$ cat src/hw/rtl/becol_pkg.sv
package becol_pkg;

  localparam int MAX_COLUMNS = 4096;
  localparam int COL_W = 12;
  localparam logic [COL_W-1:0] COL_TOP =
    (MAX_COLUMNS > 4096) ? 12'hFFF : COL_W'(MAX_COLUMNS - 1);

  localparam int CFG_IDX_W = 2;
  localparam int CFG_DATA_W = 24;
  localparam logic [CFG_IDX_W-1:0] REG_LOW  = 2'd0;
  localparam logic [CFG_IDX_W-1:0] REG_MID  = 2'd1;
  localparam logic [CFG_IDX_W-1:0] REG_HIGH = 2'd2;

  localparam int SUM_W = 18;
  localparam int NUM_W = 26;
  localparam int QUO_W = 8;

  typedef struct packed {
    logic [7:0] left_amplitude;
    logic [7:0] right_amplitude;
    logic [7:0] first_low;
    logic [7:0] first_mid;
    logic [7:0] first_high;
    logic [7:0] second_low;
    logic [7:0] second_mid;
    logic [7:0] second_high;
  } in_word_t;

  typedef struct packed {
    logic [COL_W-1:0] column;
    logic [7:0] upper_height;
    logic [7:0] upper_red;
    logic [7:0] upper_green;
    logic [7:0] upper_blue;
    logic       upper_drawn;
    logic [7:0] lower_height;
    logic [7:0] lower_red;
    logic [7:0] lower_green;
    logic [7:0] lower_blue;
    logic       lower_drawn;
    logic [7:0] amplitude_peak;
  } out_word_t;

  typedef struct packed {
    logic load;
    logic mix;
    logic div_start;
    logic div_step;
    logic finish;
  } cmd_t;

  typedef struct packed {
    logic div_last;
  } sts_t;

endpackage

$ cat src/hw/rtl/becol_if.sv
interface becol_in_if (input logic clk);
  logic valid;
  logic ready;
  becol_pkg::in_word_t data;
  modport source (output valid, output data, input ready);
  modport sink (input valid, input data, output ready);
endinterface

interface becol_out_if (input logic clk);
  logic valid;
  logic ready;
  becol_pkg::out_word_t data;
  modport source (output valid, output data, input ready);
  modport sink (input valid, input data, output ready);
endinterface

$ cat src/hw/rtl/becol_ctrl.sv
module becol_ctrl (
  input  logic              clk,
  input  logic              rst_n,
  input  logic              in_valid,
  output logic              in_ready,
  output logic              out_valid,
  input  logic              out_ready,
  input  becol_pkg::sts_t   sts,
  output becol_pkg::cmd_t   cmd
);

  localparam logic [1:0] S_IDLE = 2'd0;
  localparam logic [1:0] S_MIX  = 2'd1;
  localparam logic [1:0] S_DIV  = 2'd2;
  localparam logic [1:0] S_OUT  = 2'd3;

  logic [1:0] state_r, state_nxt;
  logic out_valid_r, out_valid_nxt;
  logic div_busy;

  assign div_busy = (state_r == S_DIV);
  // accept while idle; the output register holds the previous word
  assign in_ready = (state_r == S_IDLE);
  assign out_valid = out_valid_r;

  always_comb begin
    state_nxt = state_r;
    out_valid_nxt = out_valid_r;
    cmd = '0;
    if (out_valid_r && out_ready) out_valid_nxt = 1'b0;
    unique case (state_r)
      S_IDLE: begin
        if (in_valid) begin
          cmd.load = 1'b1;
          state_nxt = S_MIX;
        end
      end
      S_MIX: begin
        cmd.mix = 1'b1;
        cmd.div_start = 1'b1;
        state_nxt = S_DIV;
      end
      S_DIV: begin
        cmd.div_step = 1'b1;
        if (sts.div_last) state_nxt = S_OUT;
      end
      S_OUT: begin
        // wait for the output register to free up
        if (!out_valid_r || out_ready) begin
          cmd.finish = 1'b1;
          out_valid_nxt = 1'b1;
          state_nxt = S_IDLE;
        end
      end
      default: state_nxt = S_IDLE;
    endcase
  end

  always_ff @(posedge clk) begin
    if (!rst_n) begin
      state_r <= S_IDLE;
      out_valid_r <= 1'b0;
    end else begin
      state_r <= state_nxt;
      out_valid_r <= out_valid_nxt;
    end
  end

  a_one_cmd: assert property (@(posedge clk) disable iff (!rst_n)
    $onehot0({cmd.load, cmd.mix, cmd.div_step, cmd.finish}))
    else $error("more than one phase command");
  a_load_idle: assert property (@(posedge clk) disable iff (!rst_n)
    cmd.load |=> state_r == S_MIX)
    else $error("load did not advance to mix");
  a_finish_valid: assert property (@(posedge clk) disable iff (!rst_n)
    cmd.finish |=> out_valid_r)
    else $error("finish did not raise out valid");
  a_div_busy: assert property (@(posedge clk) disable iff (!rst_n)
    cmd.div_step |-> div_busy)
    else $error("divider stepped outside divide phase");

endmodule

$ cat src/hw/rtl/becol_dp.sv
module becol_dp (
  input  logic                                clk,
  input  logic                                rst_n,
  input  logic                                cfg_we,
  input  logic [becol_pkg::CFG_IDX_W-1:0]     cfg_index,
  input  logic [becol_pkg::CFG_DATA_W-1:0]    cfg_data,
  input  becol_pkg::in_word_t                 in_data,
  input  becol_pkg::cmd_t                     cmd,
  output becol_pkg::sts_t                     sts,
  output becol_pkg::out_word_t                out_data
);

  localparam int SW = becol_pkg::SUM_W;
  localparam int NW = becol_pkg::NUM_W;

  logic [23:0] low_c_r, mid_c_r, high_c_r;
  becol_pkg::in_word_t in_r;
  logic [becol_pkg::COL_W-1:0] col_r;
  logic [7:0] peak_r, peak_nxt;
  logic [SW-1:0] m_r [2];
  logic [NW-1:0] rem_r [6];
  logic [7:0] q_r [6];
  logic [2:0] bit_r;
  becol_pkg::out_word_t out_r;

  always_ff @(posedge clk) begin
    if (!rst_n) begin
      low_c_r <= 24'hFF0000;
      mid_c_r <= 24'h00FF00;
      high_c_r <= 24'h0000FF;
    end else if (cfg_we) begin
      unique case (cfg_index)
        becol_pkg::REG_LOW:  low_c_r <= cfg_data;
        becol_pkg::REG_MID:  mid_c_r <= cfg_data;
        becol_pkg::REG_HIGH: high_c_r <= cfg_data;
        default: ;
      endcase
    end
  end

  function automatic logic [SW-1:0] mixc(input logic [7:0] lo, input logic [7:0] mi,
      input logic [7:0] hi, input logic [7:0] cl, input logic [7:0] cm,
      input logic [7:0] ch);
    mixc = SW'(lo) * SW'(cl) + SW'(mi) * SW'(cm) + SW'(hi) * SW'(ch);
  endfunction

  function automatic logic [SW-1:0] max3(input logic [SW-1:0] a,
      input logic [SW-1:0] b, input logic [SW-1:0] c);
    logic [SW-1:0] t;
    t = (b > a) ? b : a;
    max3 = (c > t) ? c : t;
  endfunction

  logic [SW-1:0] s_mix [6];
  always_comb begin
    for (int c = 0; c < 3; c++) begin
      s_mix[c] = mixc(in_r.first_low, in_r.first_mid, in_r.first_high,
        low_c_r[16-8*c +: 8], mid_c_r[16-8*c +: 8], high_c_r[16-8*c +: 8]);
      s_mix[c+3] = mixc(in_r.second_low, in_r.second_mid, in_r.second_high,
        low_c_r[16-8*c +: 8], mid_c_r[16-8*c +: 8], high_c_r[16-8*c +: 8]);
    end
  end

  assign peak_nxt = (in_data.left_amplitude > peak_r || in_data.right_amplitude > peak_r)
    ? ((in_data.left_amplitude > in_data.right_amplitude)
       ? in_data.left_amplitude : in_data.right_amplitude)
    : peak_r;

  always_ff @(posedge clk) begin
    if (!rst_n) begin
      col_r <= '0;
      peak_r <= '0;
    end else begin
      if (cmd.load) peak_r <= peak_nxt;
      if (cmd.finish && col_r < becol_pkg::COL_TOP) col_r <= col_r + 1'b1;
    end
  end

  // restoring division, one quotient bit per lane per cycle
  always_ff @(posedge clk) begin
    if (cmd.load) in_r <= in_data;
    if (cmd.mix) begin
      m_r[0] <= max3(s_mix[0], s_mix[1], s_mix[2]);
      m_r[1] <= max3(s_mix[3], s_mix[4], s_mix[5]);
    end
    if (cmd.div_start) begin
      bit_r <= 3'd7;
      for (int i = 0; i < 6; i++) begin
        rem_r[i] <= NW'({s_mix[i], 8'h00}) - NW'(s_mix[i])
          + NW'(max3(s_mix[3*(i/3)], s_mix[3*(i/3)+1], s_mix[3*(i/3)+2]) >> 1);
        q_r[i] <= '0;
      end
    end
    if (cmd.div_step) begin
      bit_r <= bit_r - 1'b1;
      for (int i = 0; i < 6; i++) begin
        logic [NW-1:0] d;
        d = NW'(m_r[i/3]) << bit_r;
        if (rem_r[i] >= d) begin
          rem_r[i] <= rem_r[i] - d;
          q_r[i][bit_r] <= 1'b1;
        end
      end
    end
    if (cmd.finish) begin
      out_r.column <= col_r;
      out_r.upper_height <= in_r.left_amplitude;
      out_r.lower_height <= in_r.right_amplitude;
      out_r.upper_drawn <= m_r[0] != '0;
      out_r.lower_drawn <= m_r[1] != '0;
      out_r.upper_red <= (m_r[0] != '0) ? q_r[0] : '0;
      out_r.upper_green <= (m_r[0] != '0) ? q_r[1] : '0;
      out_r.upper_blue <= (m_r[0] != '0) ? q_r[2] : '0;
      out_r.lower_red <= (m_r[1] != '0) ? q_r[3] : '0;
      out_r.lower_green <= (m_r[1] != '0) ? q_r[4] : '0;
      out_r.lower_blue <= (m_r[1] != '0) ? q_r[5] : '0;
      out_r.amplitude_peak <= peak_r;
    end
  end

  assign sts.div_last = (bit_r == 3'd0);
  assign out_data = out_r;

endmodule

$ cat src/hw/rtl/band_energy_rgb_colorizer.sv
// channel | dir | payload                         | handshake
// in_     | in  | becol_pkg::in_word_t (8 fields)  | valid/ready
// out_    | out | becol_pkg::out_word_t (12 fields)| valid/ready
// cfg_    | in  | index 2b, data 24b               | write enable only
// Each word passes through accept, mix, eight quotient-bit steps of the six
// parallel restoring dividers, then the output register load.
// Reset (rst_n low, synchronous) restores the default colors, clears the
// column counter and running peak, and drops out_valid.
// A stalled output holds its word; a new input word is still accepted and
// worked on while the previous result waits.
module band_energy_rgb_colorizer (
  input  logic                             clk,
  input  logic                             rst_n,
  becol_in_if.sink                         in_ch,
  becol_out_if.source                      out_ch,
  input  logic                             cfg_we,
  input  logic [becol_pkg::CFG_IDX_W-1:0]  cfg_index,
  input  logic [becol_pkg::CFG_DATA_W-1:0] cfg_data
);

  becol_pkg::cmd_t cmd;
  becol_pkg::sts_t sts;

  // sequencer: one word in flight through mix and divide
  becol_ctrl u_ctrl (
    .clk, .rst_n,
    .in_valid(in_ch.valid), .in_ready(in_ch.ready),
    .out_valid(out_ch.valid), .out_ready(out_ch.ready),
    .sts, .cmd
  );

  // datapath: color registers, mix sums, dividers, output register
  becol_dp u_dp (
    .clk, .rst_n, .cfg_we, .cfg_index, .cfg_data,
    .in_data(in_ch.data), .cmd, .sts, .out_data(out_ch.data)
  );

endmodule

$ cat src/flat_wrapper.sv
// flat-port wrapper written by rule: the top's interface ports become plain ports
module band_energy_rgb_colorizer_flat 
  (clk, rst_n, cfg_we, cfg_index, cfg_data, in_ch_valid, in_ch_data, in_ch_ready, out_ch_valid, out_ch_data, out_ch_ready);
  becol_in_if in_ch_i (.clk(clk));
  becol_out_if out_ch_i (.clk(clk));
  input  logic clk;
  input  logic rst_n;
  input  logic cfg_we;
  input  logic [becol_pkg::CFG_IDX_W-1:0] cfg_index;
  input  logic [becol_pkg::CFG_DATA_W-1:0] cfg_data;
  input wire logic [$bits(in_ch_i.valid)-1:0] in_ch_valid;
  input wire logic [$bits(in_ch_i.data)-1:0] in_ch_data;
  output wire logic [$bits(in_ch_i.ready)-1:0] in_ch_ready;
  output wire logic [$bits(out_ch_i.valid)-1:0] out_ch_valid;
  output wire logic [$bits(out_ch_i.data)-1:0] out_ch_data;
  input wire logic [$bits(out_ch_i.ready)-1:0] out_ch_ready;
  assign in_ch_i.valid = in_ch_valid;
  assign in_ch_i.data = in_ch_data;
  assign in_ch_ready = in_ch_i.ready;
  assign out_ch_valid = out_ch_i.valid;
  assign out_ch_data = out_ch_i.data;
  assign out_ch_i.ready = out_ch_ready;
  band_energy_rgb_colorizer u_core (.clk(clk), .rst_n(rst_n), .in_ch(in_ch_i), .out_ch(out_ch_i), .cfg_we(cfg_we), .cfg_index(cfg_index), .cfg_data(cfg_data));
endmodule
$ cat config.mk
export PLATFORM = sky130hd
export DESIGN_NAME = band_energy_rgb_colorizer_flat
export DESIGN_NICKNAME = d
export VERILOG_FILES = /design/src/hw/rtl/becol_pkg.sv /design/src/hw/rtl/becol_if.sv /design/src/hw/rtl/becol_ctrl.sv /design/src/hw/rtl/becol_dp.sv /design/src/hw/rtl/band_energy_rgb_colorizer.sv /design/src/flat_wrapper.sv
export SDC_FILE = /design/constraint.sdc
export NUM_CORES = 2
export LEC_CHECK = 0
export BUFFER_PORTS_ARGS = -buffer_cell sky130_fd_sc_hd__buf_2
export CORE_AREA = 10 10 346 682
export DETAILED_ROUTE_END_ITERATION = 10
export DIE_AREA = 0 0 356 692
export GPL_TIMING_DRIVEN = 0
export SYNTH_ARGS = -nofsm -noshare
export SYNTH_HDL_FRONTEND = slang
export SYNTH_SLANG_ARGS = --single-unit
$ cat constraint.sdc
create_clock -name clk -period 15.2 [get_ports clk]
set_clock_uncertainty 0.2 [all_clocks]
set_input_delay 0 -clock clk [delete_from_list [all_inputs] [get_ports clk]]
set_output_delay 0 -clock clk [all_outputs]
set_load 0.01 [all_outputs]
==> results.toml <==
[status]
status = "finished, violations left"
violations = "capacitance limit, slew limit"

[logic_synthesis]
synth-xor-area-share_pct = 3.86
seq_area_frac_synth_pct = 17.0
synth-seq-cells = 488
synth_edf_count = 353
synth.area.mux_share_pct = 1.91
synthAdderAreaFrac_pct = 42.9
syn-num-nets = 10700
ys_warn_count = 0
post_synth.cell_area_avg_um2 = 9.17
synthArstFlopShare_pct = 0
ys.flop_type = "edfxtp_1"
synthSimpleGateAreaFrac_pct = 15.1
synth_compound_area_share_pct = 9.85
mappedNetlistArea_um2 = 78200
synth_top_family_by_area = "adder cells"
synth.distinct_cells = 94
netlist_instances = 8529

[critical_path]
startpoint = "u_core.u_dp.in_r[6]$_DFFE_PP_"
cp-start-kind = "register"
timing.rr.start = "u_core.u_dp.in_r[6]$_DFFE_PP_"
critPathKind = "register to register"
worst_r2r_path_depth = 57
crit_cells = 57
crit_top_cell = "fa_1"
cp_max_fo = 10
arrival_ns = 15.15
cp-end-kind = "register"
crit_family = "adder cells"
crit_buf_inv = 10
required_ns = 15.47
crit_path_max_incr_delay_ns = 0.62
r2r_slack_ns = 0.32
crit_slowest_cell = "fa_1"
crit_end = "u_core.u_dp.rem_r[3][24]$_DFFE_PP_"
reg2reg_to = "u_core.u_dp.rem_r[3][24]$_DFFE_PP_"

[timing]
setup_violations = 0
drv_slew = 7
hold_violations = 0
timing.fmax_mhz = 67.2
rsz0062_at_grt = "yes"
tightest_slew_ns = 1.56
period_share_pct = 97.9
min_period_ns = 14.88
slew_headroom_pct = -4.90

[die]
core_region_area_um2 = 225000
die_width_um = 356
start_util_pct = 34.8
die_h_um = 692
rows = 246
ios = 183
die-area_um2 = 246000

[run]
max_cap_viol_count = 2

[final_layout]
final_cell_mix = "1641 x inv_1, 1038 x ha_1, 1022 x fa_1, 784 x nand2_1, 762 x and2_1"
nets = 11300
area_delta_synth_final_pct = 14.6
fillers = 22500
layout_commonest_cell = "inv_1"
drive_gt1_share_pct = 9.40
design_area_um2 = 89600

[clock_network]
h-tree-depth = 2
clockBufferDepth = 3
clkTransAtPathRegs_ns = 0.07
clock-sinks = 488
cts_root_buf = "clkbuf_16"
clock_latency_ns = 0.76
cts_buffers = 51
cts_tree = "yes"

[route]
wl_mm = 319
drtAntennaViolNets = 0
met1Wirelength_mm = 102
drt_iter0_markers = 3621
wl_per_cell_um = 26.3
vias = 63100
firstDrtPassIters = 6
wl_met2_mm = 161
wl_met3_mm = 15.1
top_layer = "met5"
vias_per_cell = 5.20
drcViolationCount = 0

[global_routing]
grt_max_degree = 49
track_usage_pct = 25.6
grt_pass1_wl_mm = 458
grt_overflow = 0
grt_pass1_vias = 67800
grt_antenna_before_repair = 16

[place]
hpwlAfterDp_mm = 265
portBuffers = 181
gp_congestion = 1.02
placed_area_um2 = 82900

[min_path]
hold_path_class = "input port to register"
-- sequential cells by signal, indices dropped and copies added (netlist names) --
name and cells:
u_core.u_dp.q_r 48, u_core.u_dp.rem_r 156, u_core.u_dp.in_r 64, u_core.u_ctrl.out_valid 1, u_core.u_ctrl.state_r 2, u_core.u_dp.out_data 86, u_core.u_dp.mid_c_r 24, u_core.u_dp.low_c_r 24
u_core.u_dp.col_r 12, u_core.u_dp.high_c_r 24, u_core.u_dp.bit_r 3, u_core.u_dp.peak_r 8, u_core.u_dp.m_r 36
-- per-stage QoR --
step           cells  hold WS (ns)  utilization (%)  TNS (ns)  setup slack, ns
2_1_floorplan   8529        -0.101                -         0             1.29
3_3_place_gp   11700       -0.0223             36.8   -313.92            -3.64
3_5_place_dp   11700       -0.0219             36.9   -319.98            -3.65
4_1_cts        12100       0.00173             39.5         0          0.00303
5_1_grt        12100        0.0478             39.9     -1.94           -0.221
6_report       12100        0.0320             39.9         0            0.320
-- how the worst min path moves through the flow --
stage | from | end | slack, ns | depth (start not counted)
finish | in_ch_data[55] | u_core.u_dp.peak_r[7]$_SDFFE_PN0P_ | 0.03 | 4
global route | in_ch_data[55] | u_core.u_dp.peak_r[7]$_SDFFE_PN0P_ | 0.05 | 4
CTS | in_ch_data[55] | u_core.u_dp.peak_r[7]$_SDFFE_PN0P_ | 0.002 | 4
detailed placement | in_ch_data[9] | u_core.u_dp.in_r[9]$_DFFE_PP_ | -0.02 | 1
global placement | in_ch_data[9] | u_core.u_dp.in_r[9]$_DFFE_PP_ | -0.02 | 1
floorplan | in_ch_data[0] | u_core.u_dp.in_r[0]$_DFFE_PP_ | -0.10 | 0
-- metal layers --
metal | global-route usage (%) | up-vias
met2 | 46.0 | 2256
li1 | - | 28600
met3 | 3.49 | 1008
met1 | 24.1 | 31200
met4 | 26.0 | 6
met5 | 0 | -
-- cell type report --
type	count	area, um^2	share of cell area (%)
Multi-Input combinational cell	6117	58700	65.5
Antenna cell	9	22.5	0.0251
Timing Repair Buffer	525	4120	4.60
Clock buffer	64	1410	1.57
Buffer	274	1730	1.93
Inverter	1649	6200	6.92
Tap cell	2976	3720	4.16
Sequential cell	488	13400	15.0
Clock inverter	32	320	0.357
-- cell families after synthesis --
group / after synthesis
AOI/OAI and AO/OA: 1221
xor gates and xnor gates: 342
adders and majority gates: 2070
buffers and inverters: 1924
DFF: 488
muxes: 131
and+or+nand+nor: 2353
-- cells in the mapped netlist, types with 48 or more instances --
library cell | number | area (um^2)
a211oi_1 | 48 | 360
a21o_1 | 156 | 1170
a21oi_1 | 386 | 1930
and2_1 | 763 | 4770
clkbuf_1 | 254 | 953
dfxtp_1 | 135 | 2700
edfxtp_1 | 353 | 10600
fa_1 | 1022 | 20500
ha_1 | 1045 | 13100
inv_1 | 1646 | 6180
mux2i_1 | 96 | 961
nand2_1 | 784 | 2940
nand2b_1 | 69 | 432
nand3_1 | 100 | 500
nor2_1 | 325 | 1220
nor2b_1 | 74 | 463
nor3_1 | 63 | 315
o21a_1 | 76 | 571
o21ai_0 | 254 | 1270
xnor2_1 | 212 | 1860
xor2_1 | 128 | 1120
-- what timing repair did --
item                                   4_1_cts  5_1_grt
hold buffers                               193        0
pin swaps                                   19       55
cloned                                       0        1
endpoints found under the hold margin      180        0
gates resized for setup                    467      139
buffers inserted                            89       56
setup endpoints to repair                  157       62
-- worst register-to-register path, delay by kind of cell (launching register included) --
kind	cells	cell delay, ns
muxes	3	0.60
DFF	1	0.56
adders and majority gates	12	5.38
buffers and inverters	10	1.52
and+or+nand+nor	6	1.01
AOI/OAI and AO/OA	24	4.86
xor gates and xnor gates	2	0.45
Power is left out: the tool's default activity adds up to more than one toggle a clock period on the data nets, which glitch-free logic cannot reach.
